File: config.mk
export PLATFORM = sky130hd
export DESIGN_NAME = grid_local_max_finder_unit
export DESIGN_NICKNAME = d
export VERILOG_FILES = /design/src/rtl/core/glmf_pkg.sv /design/src/rtl/core/glmf_front.sv /design/src/rtl/core/glmf_queue.sv /design/src/rtl/core/glmf_back.sv /design/src/rtl/core/grid_local_max_finder_unit.sv
export SDC_FILE = /design/constraint.sdc
export NUM_CORES = 2
export LEC_CHECK = 0
export BUFFER_PORTS_ARGS = -buffer_cell sky130_fd_sc_hd__buf_4
export CAP_MARGIN = 20
export CORE_AREA = 2 2 498 500
export DETAILED_ROUTE_END_ITERATION = 12
export DIE_AREA = 0 0 500 502
export SYNTH_ARGS = -nofsm -noshare
export SYNTH_HDL_FRONTEND = slang
export SYNTH_HIERARCHICAL = 1
export SYNTH_SLANG_ARGS = --single-unit
File: constraint.sdc
create_clock -name clock -period 9.28 [get_ports clock]
set_input_delay 1.856 -clock clock [delete_from_list [all_inputs] [get_ports clock]]
set_output_delay 1.856 -clock clock [all_outputs]
set_load 0.05 [all_outputs]
File: src/rtl/core/glmf_pkg.sv
// Shared constants and types for the grid local maximum finder.
package glmf_pkg;

   localparam int CSR_W       = 6;
   localparam int CSR_IDX_W   = 1;
   localparam int OUT_ROW_W   = 5;
   localparam int OUT_COL_W   = 5;
   localparam int QUEUE_DEPTH = 4;

   localparam logic [CSR_IDX_W-1:0] CSR_ROW_COUNT = 1'b0;
   localparam logic [CSR_IDX_W-1:0] CSR_COL_COUNT = 1'b1;

   localparam logic [CSR_W-1:0] SIZE_RESET = 6'd32;

   // peak: the row above has a peak at this column
   // drain: final pixel, last-row mask travels along
   typedef struct packed {
      logic peak;
      logic drain;
   } glmf_flags_type;

endpackage

File: src/rtl/core/glmf_front.sv
// Front end: frame position, line store, neighbor compare and last-row marks.
module glmf_front #(
   parameter int MAX_ROWS   = 32,
   parameter int MAX_COLS   = 32,
   parameter int VALUE_BITS = 16
) (
   input  logic                                  clock,
   input  logic                                  reset,
   input  logic                                  req_valid,
   output logic                                  req_stall,
   input  logic signed [VALUE_BITS-1:0]          req_pixel_value,
   input  logic                                  csr_write,
   input  logic [glmf_pkg::CSR_IDX_W-1:0]        csr_index,
   input  logic [glmf_pkg::CSR_W-1:0]            csr_wdata,
   input  logic                                  queue_full,
   output logic                                  push,
   output glmf_pkg::glmf_flags_type              entry_flags,
   output logic [$clog2(MAX_ROWS)-1:0]           entry_row,
   output logic [$clog2(MAX_COLS)-1:0]           entry_col,
   output logic [MAX_COLS-1:0]                   entry_mask
);
   import glmf_pkg::*;

   localparam int RPW = $clog2(MAX_ROWS);
   localparam int CPW = $clog2(MAX_COLS);
   localparam int CNW = CSR_W + 1;
   localparam int RNW = (RPW + 1 > CNW) ? RPW + 1 : CNW;

   logic [CSR_W-1:0]             row_count_ff, row_count_in;
   logic [CSR_W-1:0]             col_count_ff, col_count_in;
   logic [RNW-1:0]               rows_eff, row_next;
   logic [CNW-1:0]               cols_eff, col_next, col_in_p1;
   logic [RPW-1:0]               row_ff, row_in;
   logic [CPW-1:0]               col_ff, col_in, right_idx;
   logic signed [VALUE_BITS-1:0] left_value_ff, left_value_in;
   logic signed [VALUE_BITS-1:0] row_first_ff, row_first_in;
   logic signed [VALUE_BITS-1:0] left_prev_ff, left_prev_in;
   logic signed [VALUE_BITS-1:0] mid_prev_ff, mid_prev_in;
   logic signed [VALUE_BITS-1:0] older_rd_ff, right_rd_ff;
   logic signed [VALUE_BITS-1:0] prev_mid, cur;
   logic [MAX_COLS-1:0]          marks_ff, marks_in, marks_next;
   logic                         accept, last_row, last_col, final_px;
   logic                         upper_peak, mark, right_in_range, right_hit;
   logic signed [VALUE_BITS-1:0] line_mem [2][MAX_COLS];

   assign req_stall = queue_full;
   assign accept    = req_valid && !req_stall;
   assign cur       = req_pixel_value;

   always_comb begin
      priority if (row_count_ff == '0) begin
         rows_eff = RNW'(1);
      end else if (RNW'(row_count_ff) > RNW'(MAX_ROWS)) begin
         rows_eff = RNW'(MAX_ROWS);
      end else begin
         rows_eff = RNW'(row_count_ff);
      end
      priority if (col_count_ff == '0) begin
         cols_eff = CNW'(1);
      end else if (CNW'(col_count_ff) > CNW'(MAX_COLS)) begin
         cols_eff = CNW'(MAX_COLS);
      end else begin
         cols_eff = CNW'(col_count_ff);
      end
   end

   assign row_next = RNW'(row_ff) + RNW'(1);
   assign col_next = CNW'(col_ff) + CNW'(1);
   assign last_row = (row_next == rows_eff);
   assign last_col = (col_next == cols_eff);
   assign final_px = last_row && last_col;

   // row above: value at this column comes from the row-start register at column 0
   assign prev_mid = (col_ff == '0) ? row_first_ff : mid_prev_ff;

   assign upper_peak = (row_ff != '0) && (prev_mid >= cur)
                    && ((row_ff <= RPW'(1)) || (prev_mid >= older_rd_ff))
                    && ((col_ff == '0) || (prev_mid >= left_prev_ff))
                    && (last_col || (prev_mid >= right_rd_ff));

   assign mark = ((row_ff == '0) || (cur >= prev_mid))
              && ((col_ff == '0) || (cur >= left_value_ff));

   always_comb begin
      marks_next = marks_ff;
      if (last_row) begin
         if ((col_ff != '0) && (left_value_ff < cur)) begin
            marks_next[col_ff - CPW'(1)] = 1'b0;
         end
         marks_next[col_ff] = mark;
      end
   end

   always_comb begin
      row_count_in  = row_count_ff;
      col_count_in  = col_count_ff;
      row_in        = row_ff;
      col_in        = col_ff;
      left_value_in = left_value_ff;
      marks_in      = marks_ff;
      row_first_in  = row_first_ff;
      left_prev_in  = left_prev_ff;
      mid_prev_in   = mid_prev_ff;
      if (csr_write) begin
         unique case (csr_index)
            CSR_ROW_COUNT: row_count_in = csr_wdata;
            CSR_COL_COUNT: col_count_in = csr_wdata;
            default:       row_count_in = row_count_ff;
         endcase
         row_in        = '0;
         col_in        = '0;
         left_value_in = '0;
         marks_in      = '0;
      end else if (accept) begin
         left_value_in = cur;
         left_prev_in  = prev_mid;
         mid_prev_in   = right_rd_ff;
         if (col_ff == '0) begin
            row_first_in = cur;
         end
         if (final_px) begin
            row_in   = '0;
            col_in   = '0;
            marks_in = '0;
         end else begin
            marks_in = marks_next;
            if (last_col) begin
               col_in = '0;
               row_in = row_next[RPW-1:0];
            end else begin
               col_in = col_next[CPW-1:0];
            end
         end
      end
   end

   // reads are set up for the next position
   assign col_in_p1      = CNW'(col_in) + CNW'(1);
   assign right_idx      = col_in_p1[CPW-1:0];
   assign right_in_range = (col_in_p1 < CNW'(MAX_COLS));
   assign right_hit      = accept && (row_ff[0] != row_in[0]) && (col_ff == right_idx);

   always_ff @(posedge clock) begin
      if (accept) begin
         line_mem[row_ff[0]][col_ff] <= cur;
      end
      older_rd_ff <= line_mem[row_in[0]][col_in];
      if (right_hit) begin
         right_rd_ff <= cur;
      end else if (right_in_range) begin
         right_rd_ff <= line_mem[~row_in[0]][right_idx];
      end else begin
         right_rd_ff <= '0;
      end
   end

   always_ff @(posedge clock) begin
      if (reset) begin
         row_count_ff  <= SIZE_RESET;
         col_count_ff  <= SIZE_RESET;
         row_ff        <= '0;
         col_ff        <= '0;
         left_value_ff <= '0;
         marks_ff      <= '0;
      end else begin
         row_count_ff  <= row_count_in;
         col_count_ff  <= col_count_in;
         row_ff        <= row_in;
         col_ff        <= col_in;
         left_value_ff <= left_value_in;
         marks_ff      <= marks_in;
      end
   end

   always_ff @(posedge clock) begin
      row_first_ff <= row_first_in;
      left_prev_ff <= left_prev_in;
      mid_prev_ff  <= mid_prev_in;
   end

   assign push              = accept && (upper_peak || (final_px && (marks_next != '0)));
   assign entry_flags.peak  = upper_peak;
   assign entry_flags.drain = final_px && (marks_next != '0);
   assign entry_row         = row_ff;
   assign entry_col         = col_ff;
   assign entry_mask        = marks_next;

   a_pos_in_frame: assert property (@(posedge clock) disable iff (reset)
      (RNW'(row_ff) < rows_eff) && (CNW'(col_ff) < cols_eff))
      else $error("frame position outside configured size");

   a_final_restarts: assert property (@(posedge clock) disable iff (reset)
      (accept && final_px && !csr_write) |=> (row_ff == '0) && (col_ff == '0)
                                           && (marks_ff == '0))
      else $error("frame did not restart after final pixel");

endmodule

File: src/rtl/core/glmf_queue.sv
// Short register queue between the front end and the result sequencer.
module glmf_queue #(
   parameter int WIDTH = 8,
   parameter int DEPTH = 4
) (
   input  logic             clock,
   input  logic             reset,
   input  logic             push,
   input  logic [WIDTH-1:0] push_data,
   output logic             full,
   input  logic             pop,
   output logic             head_valid,
   output logic [WIDTH-1:0] head_data
);
   localparam int PW = $clog2(DEPTH);
   localparam int CW = $clog2(DEPTH + 1);

   logic [WIDTH-1:0] slot_ff [DEPTH];
   logic [PW-1:0]    wr_ptr_ff, wr_ptr_in, rd_ptr_ff, rd_ptr_in;
   logic [CW-1:0]    count_ff, count_in;

   assign full       = (count_ff == CW'(DEPTH));
   assign head_valid = (count_ff != '0);
   assign head_data  = slot_ff[rd_ptr_ff];

   always_comb begin
      wr_ptr_in = wr_ptr_ff;
      rd_ptr_in = rd_ptr_ff;
      count_in  = count_ff;
      if (push) begin
         wr_ptr_in = (wr_ptr_ff == PW'(DEPTH - 1)) ? '0 : wr_ptr_ff + PW'(1);
      end
      if (pop) begin
         rd_ptr_in = (rd_ptr_ff == PW'(DEPTH - 1)) ? '0 : rd_ptr_ff + PW'(1);
      end
      unique case ({push, pop})
         2'b10:   count_in = count_ff + CW'(1);
         2'b01:   count_in = count_ff - CW'(1);
         default: count_in = count_ff;
      endcase
   end

   always_ff @(posedge clock) begin
      if (push) begin
         slot_ff[wr_ptr_ff] <= push_data;
      end
   end

   always_ff @(posedge clock) begin
      if (reset) begin
         wr_ptr_ff <= '0;
         rd_ptr_ff <= '0;
         count_ff  <= '0;
      end else begin
         wr_ptr_ff <= wr_ptr_in;
         rd_ptr_ff <= rd_ptr_in;
         count_ff  <= count_in;
      end
   end

   a_no_overflow: assert property (@(posedge clock) disable iff (reset)
      push |-> !full)
      else $error("queue push while full");

   a_no_underflow: assert property (@(posedge clock) disable iff (reset)
      pop |-> head_valid)
      else $error("queue pop while empty");

endmodule

File: src/rtl/core/glmf_back.sv
// Result sequencer: emits the upper-row peak and drains the last-row mask.
module glmf_back #(
   parameter int MAX_ROWS = 32,
   parameter int MAX_COLS = 32
) (
   input  logic                              clock,
   input  logic                              reset,
   input  logic                              head_valid,
   input  glmf_pkg::glmf_flags_type          head_flags,
   input  logic [$clog2(MAX_ROWS)-1:0]       head_row,
   input  logic [$clog2(MAX_COLS)-1:0]       head_col,
   input  logic [MAX_COLS-1:0]               head_mask,
   output logic                              pop,
   output logic                              rsp_valid,
   input  logic                              rsp_stall,
   output logic [glmf_pkg::OUT_ROW_W-1:0]    rsp_peak_row,
   output logic [glmf_pkg::OUT_COL_W-1:0]    rsp_peak_col,
   output logic                              rsp_last_in_run
);
   import glmf_pkg::*;

   localparam int RPW = $clog2(MAX_ROWS);
   localparam int CPW = $clog2(MAX_COLS);
   localparam int ERW = (RPW > OUT_ROW_W) ? RPW : OUT_ROW_W;
   localparam int ECW = (CPW > OUT_COL_W) ? CPW : OUT_COL_W;

   logic                busy_ff, busy_in, peak_pend_ff, peak_pend_in;
   logic [RPW-1:0]      row_ff, row_in;
   logic [CPW-1:0]      col_ff, col_in, first_idx;
   logic [MAX_COLS-1:0] mask_ff, mask_in, mask_rest;
   logic [ERW-1:0]      row_ext, row_out;
   logic [ECW-1:0]      col_out;
   logic                rsp_accept, finish, run_end;

   always_comb begin
      first_idx = '0;
      for (int i = MAX_COLS - 1; i >= 0; i--) begin
         if (mask_ff[i]) begin
            first_idx = CPW'(i);
         end
      end
   end

   assign mask_rest  = mask_ff & (mask_ff - MAX_COLS'(1));
   assign rsp_accept = busy_ff && !rsp_stall;
   assign run_end    = peak_pend_ff ? (mask_ff == '0) : (mask_rest == '0);
   assign finish     = rsp_accept && run_end;
   assign pop        = head_valid && (!busy_ff || finish);

   assign row_ext = ERW'(row_ff);
   assign row_out = peak_pend_ff ? (row_ext - ERW'(1)) : row_ext;
   assign col_out = peak_pend_ff ? ECW'(col_ff) : ECW'(first_idx);

   assign rsp_valid       = busy_ff;
   assign rsp_peak_row    = row_out[OUT_ROW_W-1:0];
   assign rsp_peak_col    = col_out[OUT_COL_W-1:0];
   assign rsp_last_in_run = run_end;

   always_comb begin
      busy_in      = busy_ff;
      peak_pend_in = peak_pend_ff;
      row_in       = row_ff;
      col_in       = col_ff;
      mask_in      = mask_ff;
      if (pop) begin
         busy_in      = 1'b1;
         peak_pend_in = head_flags.peak;
         row_in       = head_row;
         col_in       = head_col;
         mask_in      = head_flags.drain ? head_mask : '0;
      end else if (rsp_accept) begin
         busy_in = !finish;
         if (peak_pend_ff) begin
            peak_pend_in = 1'b0;
         end else begin
            mask_in = mask_rest;
         end
      end
   end

   always_ff @(posedge clock) begin
      if (reset) begin
         busy_ff      <= 1'b0;
         peak_pend_ff <= 1'b0;
      end else begin
         busy_ff      <= busy_in;
         peak_pend_ff <= peak_pend_in;
      end
   end

   always_ff @(posedge clock) begin
      row_ff  <= row_in;
      col_ff  <= col_in;
      mask_ff <= mask_in;
   end

   a_busy_has_work: assert property (@(posedge clock) disable iff (reset)
      busy_ff |-> (peak_pend_ff || (mask_ff != '0)))
      else $error("sequencer holds an empty item");

   a_run_continues: assert property (@(posedge clock) disable iff (reset)
      (rsp_accept && !rsp_last_in_run) |=> rsp_valid)
      else $error("run broke off before its last result");

endmodule

File: src/rtl/core/grid_local_max_finder_unit.sv
// Top level of the 4-neighbor grid local maximum finder.
// Throughput: one pixel per cycle; a frame's final pixel also yields a result for each last-row peak;
//   the input stalls only while the four-entry queue is full.
// Path: a result passes through a queue slot and then the sequencer registers before it is offered.
// Reset: synchronous; frame size returns to 32 by 32, position and marks clear,
//   queue empties; the line store is not cleared.
module grid_local_max_finder_unit #(
   parameter int MAX_ROWS   = 32,
   parameter int MAX_COLS   = 32,
   parameter int VALUE_BITS = 16
) (
   input  logic                              clock,
   input  logic                              reset,
   input  logic                              req_valid,
   output logic                              req_stall,
   input  logic signed [VALUE_BITS-1:0]      req_pixel_value,
   output logic                              rsp_valid,
   input  logic                              rsp_stall,
   output logic [glmf_pkg::OUT_ROW_W-1:0]    rsp_peak_row,
   output logic [glmf_pkg::OUT_COL_W-1:0]    rsp_peak_col,
   output logic                              rsp_last_in_run,
   input  logic                              csr_write,
   input  logic [glmf_pkg::CSR_IDX_W-1:0]    csr_index,
   input  logic [glmf_pkg::CSR_W-1:0]        csr_wdata
);
   import glmf_pkg::*;

   localparam int RPW = $clog2(MAX_ROWS);
   localparam int CPW = $clog2(MAX_COLS);

   typedef struct packed {
      glmf_flags_type      flags;
      logic [RPW-1:0]      row;
      logic [CPW-1:0]      col;
      logic [MAX_COLS-1:0] mask;
   } entry_type;

   entry_type in_entry, head_entry;
   logic      q_push, q_full, q_pop, q_valid;

   glmf_front #(
      .MAX_ROWS   (MAX_ROWS),
      .MAX_COLS   (MAX_COLS),
      .VALUE_BITS (VALUE_BITS)
   ) u_front (
      .clock           (clock),
      .reset           (reset),
      .req_valid       (req_valid),
      .req_stall       (req_stall),
      .req_pixel_value (req_pixel_value),
      .csr_write       (csr_write),
      .csr_index       (csr_index),
      .csr_wdata       (csr_wdata),
      .queue_full      (q_full),
      .push            (q_push),
      .entry_flags     (in_entry.flags),
      .entry_row       (in_entry.row),
      .entry_col       (in_entry.col),
      .entry_mask      (in_entry.mask)
   );

   glmf_queue #(
      .WIDTH ($bits(entry_type)),
      .DEPTH (QUEUE_DEPTH)
   ) u_queue (
      .clock      (clock),
      .reset      (reset),
      .push       (q_push),
      .push_data  (in_entry),
      .full       (q_full),
      .pop        (q_pop),
      .head_valid (q_valid),
      .head_data  (head_entry)
   );

   glmf_back #(
      .MAX_ROWS (MAX_ROWS),
      .MAX_COLS (MAX_COLS)
   ) u_back (
      .clock           (clock),
      .reset           (reset),
      .head_valid      (q_valid),
      .head_flags      (head_entry.flags),
      .head_row        (head_entry.row),
      .head_col        (head_entry.col),
      .head_mask       (head_entry.mask),
      .pop             (q_pop),
      .rsp_valid       (rsp_valid),
      .rsp_stall       (rsp_stall),
      .rsp_peak_row    (rsp_peak_row),
      .rsp_peak_col    (rsp_peak_col),
      .rsp_last_in_run (rsp_last_in_run)
   );

endmodule
==> impl_results.md <==
- Overflow after GRT: 0
- Synthesized net count: between 7,000 and 8,000
- Worst R2R Path Depth: 25
- # Post-CTS Setup Buffers: 0
- Setup crit end kind: register
- Drt first pass iters: 10
- Commonest non-fill, non-tap cell in the layout: edfxtp_1
- Cts repair resizes: 0
- Clk pin slew, worst setup/hold paths: 0.07 ns
- Die height: roughly 500 microns
- Vias per cell: approximately 6.4
- Crit path max-delay cell type: nor4b_4
- Placer Congestion: 0.994
- Detail Route Antenna Nets: 0
- Crit-path max cell delay: 0.59 ns
- Routed WL: between 300 and 400 mm
- Initial antenna violation count: 27
- Tightest Hold Check Type: register to register
- FMAX: around 140 MHz
- Most frequent cells in the layout: edfxtp_1, nand2_1, a21oi_1
- #FFs+latches synth: 1,403
- Worst Hold Path Cells: 0
- Die Area: about 250,000 sq um
- Period utilization: 0.788
- Most common flop cell mapped by yosys: edfxtp_1
- Fin crit period: 7.31 ns
- Setup slack after layout: 1.97 ns
- Ys async rst share: 0
- Clk_lat worst skew: approximately 0.86 ns
- TritonCTS clock tree: yes
- Reg2reg start: u_front/entry_col[0]$_SDFF_PP0_
- Setup TNS Final: 0 ns
- Via count of the first global-routing pass: 59,900
- Share of layout cells above drive strength 1: 0.109
- Initial Utilization: 0.299
- PD cells: 194 nW/um^2
- Slew Limit Headroom: 0.0876
- Startpoint Class: register
- Clock Sink Count: 1,403
- Routed WL per cell: 32.4 microns
- Fin. Hold Viols: 0
- # IOs: 41
- Worst Hold End: u_front/mid_prev_ff[15]$_DFFE_PP_
- Seq/Total Area, Yosys: 0.559
- DP Worst Slack: between 1.5 and 2 ns
- R2R setup slack: 1.97 ns
- Peak supply drop: around 0.0002 V
- Final instance area: around 83,000 sq um
- Leak pwr: 0.0281 uW
- Cts hold-fix bufs: 0
- Clock skew: 0.0780 ns
- Row count: 182
- Fin. max-slew vios: 0
- Clock Path Buffers: 3
- Status: finished, final reports clean
- Setup violators final: 0
- Hold path start: u_front/right_rd_ff[15]$_DFF_P_
- # DRC: 0
- Total CTS buffers: 158
- Layout area overhead: 13.7%
- Hpwl dp: between 200 and 250 mm
- H-tree Lvls: 4
- Clock Tree Root: clkbuf_16
- NumNets Final: roughly 7,000
- Post-synth cell types: between 100 and 150
- Post-synthesis area per instance: 10.5 sq um
- Yosys warnings: 6
- Core Area: approximately 250,000 sq um
- Vias: 65,100
- Placed inst area: 78,000 sq um
- Largest net degree at the start of global routing: 128
- Max-Cap Viols: 0
- R2R Path End: u_queue/count_ff[2]$_SDFFE_PP0P_
- Die Width: around 500 microns
- Global Route Usage Sum: 0.254
- Worst slew pin tran: between 1 and 1.5 ns
- Arrival time of the worst setup path: 8.05 ns
- Syn Inst Count: 6,987
- Mapped cell area: 73,400 sq um
- Req. time, crit path: approximately 10 ns
- RSZ-0062 raised after global routing: false
- Critical path class: register to register
- Buffers on Ports: 40
- Initial DRC Count: 11,000
- First-pass GRT wire length: 459 mm
- Crit-path max FO: 21
- EDFF count, synth: 1,290
==> routing by layer <==
layer,vias up,part of all wire,track usage
met5,-,0.00036,0
met4,20,0.082,0.170
met3,1336,0.15,0.0928
met2,5460,0.41,0.361
met1,31800,0.36,0.321
li1,26500,-,-
==> metrics by stage <==
stage	std cells	power, uW	utilization	hold slack, ns
2_1_floorplan	6987	8820	-	0.408
3_3_place_gp	9911	9680	0.318	0.448
3_5_place_dp	9916	9710	0.318	0.450
4_1_cts	10200	16100	0.340	0.458
5_1_grt	10200	16600	0.340	0.472
6_report	10200	16200	0.340	0.457
==> cells in the mapped netlist (25+ instances only) <==
library cell | instances | area [sq um]
buf_2 | 194 | 971
a21o_1 | 33 | 248
or3_1 | 48 | 300
nand2_1 | 1283 | 4820
a211o_1 | 26 | 228
o31ai_1 | 77 | 578
o21ai_0 | 347 | 1740
a221o_1 | 37 | 370
o221ai_1 | 74 | 648
a31oi_1 | 205 | 1280
a32oi_1 | 43 | 377
o22ai_1 | 37 | 231
a211oi_1 | 137 | 1030
ha_1 | 93 | 1160
mux4_2 | 42 | 946
clkbuf_1 | 331 | 1240
buf_1 | 34 | 128
nor2b_1 | 25 | 156
nand4_1 | 57 | 357
and3_1 | 170 | 1060
nor4_1 | 32 | 200
a311oi_1 | 96 | 841
edfxtp_1 | 1290 | 38700
dfxtp_1 | 113 | 2260
nor2_1 | 405 | 1520
nor3_1 | 129 | 646
o2111ai_1 | 25 | 219
a22oi_1 | 58 | 435
a221oi_1 | 71 | 622
a2111oi_0 | 33 | 289
a21oi_1 | 353 | 1770
o211ai_1 | 107 | 803
nand3_1 | 311 | 1560
mux2i_1 | 166 | 1660
inv_1 | 136 | 510
==> kinds of logic (layout without fill, tap and decap cells) <==
logic type,Yosys count,after routing,synth area share
flops,1403,1403,0.559
compound gates,1954,1954,0.184
buf+inv,731,739,0.0434
other cells,0,16,0
mux,221,221,0.0385
xor+xnor,24,24,0.00355
fa+ha+maj,98,98,0.0167
simple gates,2556,2556,0.155
==> layout make-up <==
class | instances | area [sq um]
Clock inverter | 89 | 1100
Antenna cell | 16 | 40.0
Timing Repair Buffer | 307 | 2640
Inverter | 139 | 531
Fill cell | 24300 | 162000
Multi-Input combinational cell | 4853 | 29900
Clock buffer | 204 | 4190
Tap cell | 3220 | 4030
Sequential cell | 1403 | 41000
==> sequential cells by signal (all words and copies together) (netlist names), 6 cells and up, named ones only <==
| name | count |
|---|---|
| u_front/older_rd_ff | 16 |
| u_front/left_value_ff | 16 |
| u_front/mid_prev_ff | 16 |
| u_front/row_count_ff | 6 |
| u_back/mask_ff | 32 |
| u_front/line_mem | 1024 |
| u_queue/slot_ff | 176 |
| u_front/marks_ff | 32 |
| u_front/row_first_ff | 16 |
| u_front/col_count_ff | 6 |
| u_front/right_rd_ff | 16 |
| u_front/left_prev_ff | 16 |
==> where the power goes <==
| part | internal, uW | switching [uW] | total, uW |
|---|---|---|---|
| registers | 7120 | 250 | 7370 |
| clock network | 3680 | 2810 | 6490 |
| logic | 740 | 1570 | 2310 |
| total | 11500 | 4630 | 16200 |
==> critical path, delay by kind of cell (launching register included) <==
kind | cells | cell delay (ns)
compound gates | 8 | 2.32
fa+ha+maj | 5 | 1.68
simple gates | 5 | 1.24
buf+inv | 5 | 1.02
mux | 1 | 0.50
flops | 1 | 0.30
xor+xnor | 1 | 0.14
==> how the worst max path moves through the flow <==
| stage | from | to | slack [ns] | cells after the start |
|---|---|---|---|---|
| floorplan | u_front/entry_col[1]$_SDFF_PP0_ | u_queue/slot_ff[0][0]$_DFFE_PP_ | 2.87 | 22 |
| detailed placement | req_pixel_value[2] | u_queue/count_ff[2]$_SDFFE_PP0P_ | 1.93 | 21 |
| finish | u_front/entry_col[0]$_SDFF_PP0_ | u_queue/count_ff[2]$_SDFFE_PP0P_ | 1.97 | 25 |
| global route | u_front/entry_col[0]$_SDFF_PP0_ | u_queue/count_ff[2]$_SDFFE_PP0P_ | 1.40 | 26 |
| CTS | u_front/entry_col[0]$_SDFF_PP0_ | u_queue/count_ff[2]$_SDFFE_PP0P_ | 1.93 | 25 |
| global placement | req_pixel_value[2] | u_queue/count_ff[2]$_SDFFE_PP0P_ | 1.74 | 20 |
Power figures use the tool's default switching activity.
